## src/design/ath_pkg.sv

```systemverilog
// ----------------------------------------------------------------------------
// ath_pkg: shared types and constants for the antenna tuner handshake FSM
// Holds the phase encoding, status codes, register indexes and reset values.
// ----------------------------------------------------------------------------
package ath_pkg;

	// Width of every configuration register
	localparam int unsigned CFG_W = 13;
	// APB address width: five registers at byte addresses 0..16
	localparam int unsigned ADDR_W = 5;
	localparam int unsigned DATA_W = 32;

	typedef enum logic [2:0] {
		PH_IDLE          = 3'd0,
		PH_TUNE_REQ      = 3'd1,
		PH_BYP_REQ       = 3'd2,
		PH_BYP_PULSE     = 3'd3,
		PH_KEY_LOW_WAIT  = 3'd4,
		PH_START_HOLD    = 3'd5,
		PH_KEY_HIGH_WAIT = 3'd6,
		PH_ERR_WINDOW    = 3'd7
	} phase_t;

	typedef enum logic [2:0] {
		REG_OVERALL_TIMEOUT = 3'd0,
		REG_BYPASS_PULSE    = 3'd1,
		REG_KEY_WAIT        = 3'd2,
		REG_START_HOLD      = 3'd3,
		REG_ERROR_WINDOW    = 3'd4
	} reg_idx_t;

	// Status byte codes
	localparam logic [7:0] ST_OK           = 8'h00;
	localparam logic [7:0] ST_CMD_TUNE     = 8'h01;
	localparam logic [7:0] ST_CMD_BYPASS   = 8'h02;
	localparam logic [7:0] ST_BYP_ACTIVE   = 8'h03;
	localparam logic [7:0] ST_KEY_WAIT     = 8'h04;
	localparam logic [7:0] ST_KEY_HIGH     = 8'h07;
	localparam logic [7:0] ST_SEND_RF      = 8'hEE;
	localparam logic [7:0] ST_FAIL_NOKEY   = 8'hFA;
	localparam logic [7:0] ST_FAIL_KEYWAIT = 8'hFB;
	localparam logic [7:0] ST_FAIL_PULSE   = 8'hFC;
	localparam logic [7:0] ST_FAIL_TIMEOUT = 8'hFD;

	// Register reset values
	localparam logic [CFG_W-1:0] RST_OVERALL_TIMEOUT = 13'd4000;
	localparam logic [CFG_W-1:0] RST_BYPASS_PULSE    = 13'd70;
	localparam logic [CFG_W-1:0] RST_KEY_WAIT        = 13'd600;
	localparam logic [CFG_W-1:0] RST_START_HOLD      = 13'd250;
	localparam logic [CFG_W-1:0] RST_ERROR_WINDOW    = 13'd60;

endpackage

```

## src/design/ath_if.sv

```systemverilog
// ----------------------------------------------------------------------------
// ath_poll_if / ath_result_if: valid/ready channels of the tuner controller
// A transaction moves when valid and ready are both high at a rising edge.
// ----------------------------------------------------------------------------
interface ath_poll_if;
	logic       valid;
	logic       ready;
	logic       key_level;
	logic       host_write_valid;
	logic [7:0] host_write_value;
	logic [7:0] elapsed_ms;

	modport source (
		output valid, key_level, host_write_valid, host_write_value, elapsed_ms,
		input  ready
	);
	modport sink (
		input  valid, key_level, host_write_valid, host_write_value, elapsed_ms,
		output ready
	);
endinterface

interface ath_result_if;
	logic       valid;
	logic       ready;
	logic [7:0] status_byte;
	logic       start_level;
	logic [2:0] phase_now;

	modport source (
		output valid, status_byte, start_level, phase_now,
		input  ready
	);
	modport sink (
		input  valid, status_byte, start_level, phase_now,
		output ready
	);
endinterface

```

## src/design/antenna_tuner_handshake_fsm.sv

```systemverilog
// ----------------------------------------------------------------------------
// antenna_tuner_handshake_fsm: START/KEY handshake controller for a tuner
// Takes one poll transaction per cycle while the result side does not stall and returns one status transaction.
// ----------------------------------------------------------------------------
// Each poll transaction carries the sampled KEY level, an optional host write
// to the status register and the milliseconds elapsed since the last poll.
// The block answers every poll with exactly one result transaction holding
// the status byte, the START level and the phase after that poll. Throughput
// is one poll per clock cycle while the result side is not stalled; a result
// is offered once its poll has moved from the input register through the
// phase logic into the result register, and can be taken at the next rising
// edge. Both registers advance together, so a stalled result holds the input
// side only once the input register is also full. Thresholds
// are written through the APB port at byte address 4*i (overall timeout,
// bypass pulse, KEY wait, START hold, error window) and should only change
// while no poll is in flight.
module antenna_tuner_handshake_fsm #(
	parameter int unsigned TIMER_BITS = 13
) (
	input  logic                        clk,
	input  logic                        arst_n,
	ath_poll_if.sink                    poll,
	ath_result_if.source                result,
	input  logic                        psel,
	input  logic                        penable,
	input  logic                        pwrite,
	input  logic [ath_pkg::ADDR_W-1:0]  paddr,
	input  logic [ath_pkg::DATA_W-1:0]  pwdata,
	output logic [ath_pkg::DATA_W-1:0]  prdata,
	output logic                        pready
);
	import ath_pkg::*;

	// Compare width covers both the timer and the thresholds
	localparam int unsigned CMP_W = (TIMER_BITS > CFG_W) ? TIMER_BITS : CFG_W;
	localparam logic [TIMER_BITS-1:0] TIMER_MAX = {TIMER_BITS{1'b1}};

	// Configuration registers
	logic [CFG_W-1:0] overall_timeout_q;
	logic [CFG_W-1:0] bypass_pulse_q;
	logic [CFG_W-1:0] key_wait_q;
	logic [CFG_W-1:0] start_hold_q;
	logic [CFG_W-1:0] error_window_q;

	// Handshake state
	phase_t                phase_q;
	logic [TIMER_BITS-1:0] timer_q;
	logic [7:0]            status_q;
	logic                  start_q;

	// Input register
	logic       valid_s1;
	logic       key_s1;
	logic       wr_valid_s1;
	logic [7:0] wr_value_s1;
	logic [7:0] elapsed_s1;

	// Result register
	logic       res_valid_q;
	logic [7:0] res_status_q;
	logic       res_start_q;
	phase_t     res_phase_q;

	logic advance;

	// Phase logic signals
	logic [7:0]            status_wr;
	logic [TIMER_BITS:0]   timer_sum;
	logic [TIMER_BITS-1:0] timer_sat;
	logic [CMP_W-1:0]      timer_cmp;
	logic                  timeout;
	phase_t                phase_eff;
	logic [7:0]            status_eff;
	logic                  start_eff;
	phase_t                phase_d;
	logic [7:0]            status_d;
	logic                  start_d;
	logic [TIMER_BITS-1:0] timer_d;

	// ------------------------------------------------------------------
	// APB register file: writes complete in the access phase
	// ------------------------------------------------------------------
	assign pready = 1'b1;

	always_ff @(posedge clk or negedge arst_n) begin
		if (!arst_n) begin
			overall_timeout_q <= RST_OVERALL_TIMEOUT;
			bypass_pulse_q    <= RST_BYPASS_PULSE;
			key_wait_q        <= RST_KEY_WAIT;
			start_hold_q      <= RST_START_HOLD;
			error_window_q    <= RST_ERROR_WINDOW;
		end else if (psel && penable && pwrite) begin
			case (reg_idx_t'(paddr[ADDR_W-1:2]))
				REG_OVERALL_TIMEOUT: overall_timeout_q <= pwdata[CFG_W-1:0];
				REG_BYPASS_PULSE:    bypass_pulse_q    <= pwdata[CFG_W-1:0];
				REG_KEY_WAIT:        key_wait_q        <= pwdata[CFG_W-1:0];
				REG_START_HOLD:      start_hold_q      <= pwdata[CFG_W-1:0];
				REG_ERROR_WINDOW:    error_window_q    <= pwdata[CFG_W-1:0];
				default: ;	// addresses beyond the list are ignored
			endcase
		end
	end

	always_comb begin
		case (reg_idx_t'(paddr[ADDR_W-1:2]))
			REG_OVERALL_TIMEOUT: prdata = DATA_W'(overall_timeout_q);
			REG_BYPASS_PULSE:    prdata = DATA_W'(bypass_pulse_q);
			REG_KEY_WAIT:        prdata = DATA_W'(key_wait_q);
			REG_START_HOLD:      prdata = DATA_W'(start_hold_q);
			REG_ERROR_WINDOW:    prdata = DATA_W'(error_window_q);
			default:             prdata = '0;
		endcase
	end

	// ------------------------------------------------------------------
	// Flow control: the input register drains into the result register
	// whenever the result register is empty or being taken this cycle.
	// ------------------------------------------------------------------
	assign advance    = valid_s1 && (!res_valid_q || result.ready);
	assign poll.ready = !valid_s1 || advance;

	always_ff @(posedge clk or negedge arst_n) begin
		if (!arst_n) begin
			valid_s1 <= 1'b0;
		end else if (poll.ready) begin
			valid_s1 <= poll.valid;
		end
	end

	// Payload capture: no reset needed
	always_ff @(posedge clk) begin
		if (poll.valid && poll.ready) begin
			key_s1      <= poll.key_level;
			wr_valid_s1 <= poll.host_write_valid;
			wr_value_s1 <= poll.host_write_value;
			elapsed_s1  <= poll.elapsed_ms;
		end
	end

	// ------------------------------------------------------------------
	// Poll pre-processing: host write, timer advance, overall timeout
	// ------------------------------------------------------------------
	assign status_wr = wr_valid_s1 ? wr_value_s1 : status_q;
	assign timer_sum = {1'b0, timer_q} + (TIMER_BITS+1)'(elapsed_s1);
	// Saturate the timer at its maximum
	assign timer_sat = timer_sum[TIMER_BITS] ? TIMER_MAX : timer_sum[TIMER_BITS-1:0];
	assign timer_cmp = CMP_W'(timer_sat);
	assign timeout   = (phase_q != PH_IDLE) && (timer_cmp >= CMP_W'(overall_timeout_q));

	// A timeout drops to idle before the phase update runs
	assign phase_eff  = timeout ? PH_IDLE : phase_q;
	assign status_eff = timeout ? ST_FAIL_TIMEOUT : status_wr;
	assign start_eff  = timeout ? 1'b0 : start_q;

	// ------------------------------------------------------------------
	// Next phase
	// ------------------------------------------------------------------
	always_comb begin
		phase_d = phase_eff;
		case (phase_eff)
			PH_IDLE: begin
				if (status_eff == ST_CMD_TUNE) begin
					phase_d = PH_TUNE_REQ;
				end else if (status_eff == ST_CMD_BYPASS) begin
					phase_d = PH_BYP_REQ;
				end
			end
			PH_TUNE_REQ: begin
				phase_d = key_s1 ? PH_KEY_LOW_WAIT : PH_IDLE;
			end
			PH_BYP_REQ: begin
				phase_d = PH_BYP_PULSE;
			end
			PH_BYP_PULSE: begin
				if (timer_cmp >= CMP_W'(bypass_pulse_q)) begin
					phase_d = PH_IDLE;
				end
			end
			PH_KEY_LOW_WAIT: begin
				if (!key_s1) begin
					phase_d = PH_START_HOLD;
				end else if (timer_cmp >= CMP_W'(key_wait_q)) begin
					phase_d = PH_IDLE;
				end
			end
			PH_START_HOLD: begin
				if (timer_cmp >= CMP_W'(start_hold_q)) begin
					phase_d = PH_KEY_HIGH_WAIT;
				end
			end
			PH_KEY_HIGH_WAIT: begin
				if (key_s1) begin
					phase_d = PH_ERR_WINDOW;
				end
			end
			PH_ERR_WINDOW: begin
				if (!key_s1 || (timer_cmp >= CMP_W'(error_window_q))) begin
					phase_d = PH_IDLE;
				end
			end
			default: phase_d = PH_IDLE;
		endcase
	end

	// ------------------------------------------------------------------
	// Status, START and timer updates per phase
	// ------------------------------------------------------------------
	always_comb begin
		status_d = status_eff;
		start_d  = start_eff;
		timer_d  = timer_sat;
		case (phase_eff)
			PH_IDLE: begin
				// Restart the timer when a command leaves idle
				if (status_eff == ST_CMD_TUNE || status_eff == ST_CMD_BYPASS) begin
					timer_d = '0;
				end
			end
			PH_TUNE_REQ: begin
				if (!key_s1) begin
					status_d = ST_FAIL_NOKEY;
					start_d  = 1'b0;
				end else begin
					status_d = ST_KEY_WAIT;
					start_d  = 1'b1;
				end
			end
			PH_BYP_REQ: begin
				status_d = ST_BYP_ACTIVE;
				start_d  = 1'b1;
			end
			PH_BYP_PULSE: begin
				if (timer_cmp >= CMP_W'(bypass_pulse_q)) begin
					status_d = ST_OK;
					start_d  = 1'b0;
				end
			end
			PH_KEY_LOW_WAIT: begin
				if (!key_s1) begin
					status_d = ST_SEND_RF;
					timer_d  = '0;
				end else if (timer_cmp >= CMP_W'(key_wait_q)) begin
					status_d = ST_FAIL_KEYWAIT;
					start_d  = 1'b0;
				end
			end
			PH_START_HOLD: begin
				// Drop START; status stays as it was
				if (timer_cmp >= CMP_W'(start_hold_q)) begin
					start_d = 1'b0;
				end
			end
			PH_KEY_HIGH_WAIT: begin
				if (key_s1) begin
					status_d = ST_KEY_HIGH;
					timer_d  = '0;
				end
			end
			PH_ERR_WINDOW: begin
				if (!key_s1) begin
					status_d = ST_FAIL_PULSE;
					start_d  = 1'b0;
				end else if (timer_cmp >= CMP_W'(error_window_q)) begin
					status_d = ST_OK;
					start_d  = 1'b0;
				end
			end
			default: ;
		endcase
	end

	// ------------------------------------------------------------------
	// State and result registers advance together
	// ------------------------------------------------------------------
	always_ff @(posedge clk or negedge arst_n) begin
		if (!arst_n) begin
			phase_q     <= PH_IDLE;
			timer_q     <= '0;
			status_q    <= ST_OK;
			start_q     <= 1'b0;
			res_valid_q <= 1'b0;
		end else begin
			if (advance) begin
				phase_q     <= phase_d;
				timer_q     <= timer_d;
				status_q    <= status_d;
				start_q     <= start_d;
				res_valid_q <= 1'b1;
			end else if (result.ready) begin
				res_valid_q <= 1'b0;
			end
		end
	end

	always_ff @(posedge clk) begin
		if (advance) begin
			res_status_q <= status_d;
			res_start_q  <= start_d;
			res_phase_q  <= phase_d;
		end
	end

	assign result.valid       = res_valid_q;
	assign result.status_byte = res_status_q;
	assign result.start_level = res_start_q;
	assign result.phase_now   = res_phase_q;

endmodule

```

## src/flat_wrapper.sv

```systemverilog
// flat-port wrapper written by rule: the top's interface ports become plain ports
module antenna_tuner_handshake_fsm_flat import ath_pkg::*;
#(
	parameter int unsigned TIMER_BITS = 13
)
  (clk, arst_n, psel, penable, pwrite, paddr, pwdata, prdata, pready, poll_valid, poll_key_level, poll_host_write_valid, poll_host_write_value, poll_elapsed_ms, poll_ready, result_valid, result_status_byte, result_start_level, result_phase_now, result_ready);
  ath_poll_if poll_i ();
  ath_result_if result_i ();
  input  logic clk;
  input  logic arst_n;
  input  logic psel;
  input  logic penable;
  input  logic pwrite;
  input  logic [ath_pkg::ADDR_W-1:0] paddr;
  input  logic [ath_pkg::DATA_W-1:0] pwdata;
  output logic [ath_pkg::DATA_W-1:0] prdata;
  output logic pready;
  input wire logic [$bits(poll_i.valid)-1:0] poll_valid;
  input wire logic [$bits(poll_i.key_level)-1:0] poll_key_level;
  input wire logic [$bits(poll_i.host_write_valid)-1:0] poll_host_write_valid;
  input wire logic [$bits(poll_i.host_write_value)-1:0] poll_host_write_value;
  input wire logic [$bits(poll_i.elapsed_ms)-1:0] poll_elapsed_ms;
  output wire logic [$bits(poll_i.ready)-1:0] poll_ready;
  output wire logic [$bits(result_i.valid)-1:0] result_valid;
  output wire logic [$bits(result_i.status_byte)-1:0] result_status_byte;
  output wire logic [$bits(result_i.start_level)-1:0] result_start_level;
  output wire logic [$bits(result_i.phase_now)-1:0] result_phase_now;
  input wire logic [$bits(result_i.ready)-1:0] result_ready;
  assign poll_i.valid = poll_valid;
  assign poll_i.key_level = poll_key_level;
  assign poll_i.host_write_valid = poll_host_write_valid;
  assign poll_i.host_write_value = poll_host_write_value;
  assign poll_i.elapsed_ms = poll_elapsed_ms;
  assign poll_ready = poll_i.ready;
  assign result_valid = result_i.valid;
  assign result_status_byte = result_i.status_byte;
  assign result_start_level = result_i.start_level;
  assign result_phase_now = result_i.phase_now;
  assign result_i.ready = result_ready;
  antenna_tuner_handshake_fsm #(.TIMER_BITS(TIMER_BITS)) u_core (.clk(clk), .arst_n(arst_n), .poll(poll_i), .result(result_i), .psel(psel), .penable(penable), .pwrite(pwrite), .paddr(paddr), .pwdata(pwdata), .prdata(prdata), .pready(pready));
endmodule
```

## config.mk

```make
export PLATFORM = sky130hd
export DESIGN_NAME = antenna_tuner_handshake_fsm_flat
export DESIGN_NICKNAME = d
export VERILOG_FILES = /design/src/design/ath_pkg.sv /design/src/design/ath_if.sv /design/src/design/antenna_tuner_handshake_fsm.sv /design/src/flat_wrapper.sv
export SDC_FILE = /design/constraint.sdc
export NUM_CORES = 1
export LEC_CHECK = 0
export ABC_AREA = 1
export BUFFER_PORTS_ARGS = -buffer_cell sky130_fd_sc_hd__buf_2
export CELL_PAD_IN_SITES_DETAIL_PLACEMENT = 0
export CELL_PAD_IN_SITES_GLOBAL_PLACEMENT = 1
export CORE_MARGIN = 4
export CORE_UTILIZATION = 25
export CTS_CLUSTER_SIZE = 16
export DETAILED_ROUTE_END_ITERATION = 6
export PLACE_DENSITY = 0.62
export SLEW_MARGIN = 40
export SYNTH_ARGS = -nofsm -noshare
export SYNTH_HDL_FRONTEND = slang
export SYNTH_SLANG_ARGS = --single-unit
```

## constraint.sdc

```tcl
create_clock -name clk -period 9.1 [get_ports clk]
set_input_delay 1.82 -clock clk [delete_from_list [all_inputs] [get_ports clk]]
set_output_delay 1.82 -clock clk [all_outputs]
set_load 0.03 [all_outputs]
```

==> metrics.txt <==
area delta synth->final=16.2%; number of top-level pins=109; GP Congestion=0.827; Skew-Pair Late Insertion Delay=430 ps; PwrDens=357 nW/um^2; Overall Global Routing Usage=13.5%; Final ANT Viol Nets=0; H-tree depth=4; Hold Path Stages=2; Die X=189 microns; Slew Limit Fails=0; clock edge transition at the registers on the reported setup and hold paths=50 ps; CTS max path bufs=2; layout cell share with drive strength beyond 1=12.6%; Cell Area, Placed=8940 sq um; worst hold margin=476 ps; Starting Density=25.3%; CP arrival=3540 ps; routed wire length=23,800 microns; ant diodes=0; CTS Buf Count=17; Fill cells=3,533; TritonRoute pass-1 iters=4; DPL Wire Length=18,000 microns; Mapped Cells=1,094; Post-synth ARST share=75.4%; Design Area, Final=9530 sq um; Core ar.=32,500 sq um; largest area contributor in the netlist=dfrtp_1; Core Rows=66; Final Instance Count excl. Fillers=1,611; post-CTS sizing=0; Syn Area/Cell=7.50 sq um; Post-CTS Setup Inserts=0; commonest non-fill, non-tap cell in the layout=nand2_1; max frequency=187 MHz; critical path class=in2out; area share of the largest cell type after synthesis=21.0%; Max-slew headroom=49.7%; unrepaired setup endpoints after global routing=no; Leakage=0.00486 uW; Synth Register Bits=122; number of synthesized flops with an enable pin=30; Final setup viols=0; Final #Nets=1,292; GR Overflow Total=0; CP max FO=12; vias per inst=4.30; Placed Cells=1,579; number of global-route vias before repair=6,902; via count=6,929; Post-synth top flop=dfrtp_1; library cells used by synthesis=39; R2R Path End=u_core.status_q[2]; Die Area=35,800 sq um; # clock sinks=122; Yosys Warn Count=0; crit-path cells=buf_2 -> inv_1 -> nor3_1 -> inv_1 -> o22ai_1 -> a221oi_1 -> o21ai_0 -> buf_2; Setup crit end kind=primary output; Final Hold Vio Count=0; die span in y=189 microns; Peak VDD IR=0.153 mV; worst slew pin tran=753 ps; post-synthesis cell area=8200 sq um; setup_tns=0 ps; R2R setup slack=4420 ps; CTS tree=built; hold_sp=u_core.status_q[1]; most frequent cells in the layout=nand2_1 (329), inv_1 (168), o21ai_0 (94); reg2reg path depth=24; Final min period=5360 ps; CP required=7280 ps; max cap viols=0; number of remaining DRC errors=0; period utilisation layout=58.9%; first-pass GRT wire length=38,300 microns; input/output buffers=67; sequential area share after synthesis=39.4%; hold_buf cts=0; status=finished clean; hold endpoint=u_core.status_q[1]; largest net degree at the start of global routing=48; Root Driver=clkbuf_16; Slowest-stage cell, CP=nor3_1; Startpoint Class=input port; WL per Instance=14.8 microns; initial antenna violation count=0; Clock Skews=14.5 ps; RR Startpoint=u_core.elapsed_s1[4]; Min-Delay Path Class=reg2reg; initial DRC count=377; max incr delay on CP=430 ps; top cells by area, synth=dfrtp_1 (21%), nand2_1 (15%), ha_1 (11%)
-- through the flow --
stage	util, %	total power, uW	setup slack, ps
floorplan	-	2230	4330
finish	29.4	3400	3740
global route	29.4	3770	3680
CTS	29.3	3450	3780
global placement	27.5	2720	3840
detailed placement	27.5	2740	3800
-- where the power goes --
group	total, uW	switching (uW)	internal [uW]
sequential	822	87.2	735
combinational	1890	1260	627
clock	687	256	431
-- Yosys cell counts (all sizes together) (13+ instances only) --
| library cell | n |
|---|---|
| nand2 | 344 |
| clkbuf | 23 |
| dfstp | 23 |
| nand4 | 24 |
| ha | 73 |
| inv | 168 |
| a221oi | 13 |
| dfrtp | 69 |
| nor2 | 66 |
| nand3 | 47 |
| a21oi | 41 |
| buf | 24 |
| edfxtp | 30 |
| o21ai | 95 |
-- state kept, by name, indices dropped and copies added, names as in the netlist, 3 cells and up --
name / count
u_core.error_window_q: 13
u_core.key_wait_q: 13
u_core.elapsed_s1: 8
u_core.status_q: 8
u_core.result.status_byte: 8
u_core.start_hold_q: 13
u_core.timer_q: 13
u_core.wr_value_s1: 8
u_core.result.phase_now: 3
u_core.phase_q: 3
u_core.bypass_pulse_q: 13
u_core.overall_timeout_q: 13
-- final cells by class --
| type | instances | area [sq um] | share of cell area [%] |
|---|---|---|---|
| multi-input combinational | 774 | 4150 | 43.6 |
| sequential | 122 | 3230 | 33.9 |
| inverter | 169 | 634 | 6.66 |
| tap | 442 | 553 | 5.80 |
| clock buffer | 25 | 495 | 5.20 |
| timing repair buffer | 72 | 375 | 3.94 |
| clock inverter | 7 | 90.1 | 0.945 |
-- how the worst max path moves through the flow --
stage	startpoint	to	slack [ps]	cells past startpoint
after floorplan	paddr[3]	prdata[3]	4330	4
after global placement	paddr[3]	prdata[1]	3840	8
after detailed placement	paddr[4]	prdata[1]	3800	7
after CTS	paddr[3]	prdata[1]	3780	8
after global routing	paddr[3]	prdata[1]	3680	8
final	paddr[3]	prdata[1]	3740	8
-- logic make-up after synthesis --
group / share of synthesized area, %
other: 0.0916
and+or+nand+nor: 25.7
muxes: 0.610
DFF: 39.4
xor gates and xnor gates: 0.641
adders and majority gates: 11.4
buffers and inverters: 11.0
AOI/OAI and AO/OA: 11.2
-- critical path, delay by kind of cell --
family / cells / cell delay [ps]
and+or+nand+nor: 1 / 430
buffers and inverters: 4 / 820
AOI/OAI and AO/OA: 3 / 470
-- layer usage --
metal	up-vias	wire length, microns	track usage (%)
met3	18	773	2.36
met2	103	11600	23.5
met1	3179	11100	17.4
met4	0	321	3.67
met5	-	0	0
li1	3629	-	-
(Power assumes the default switching activity.)
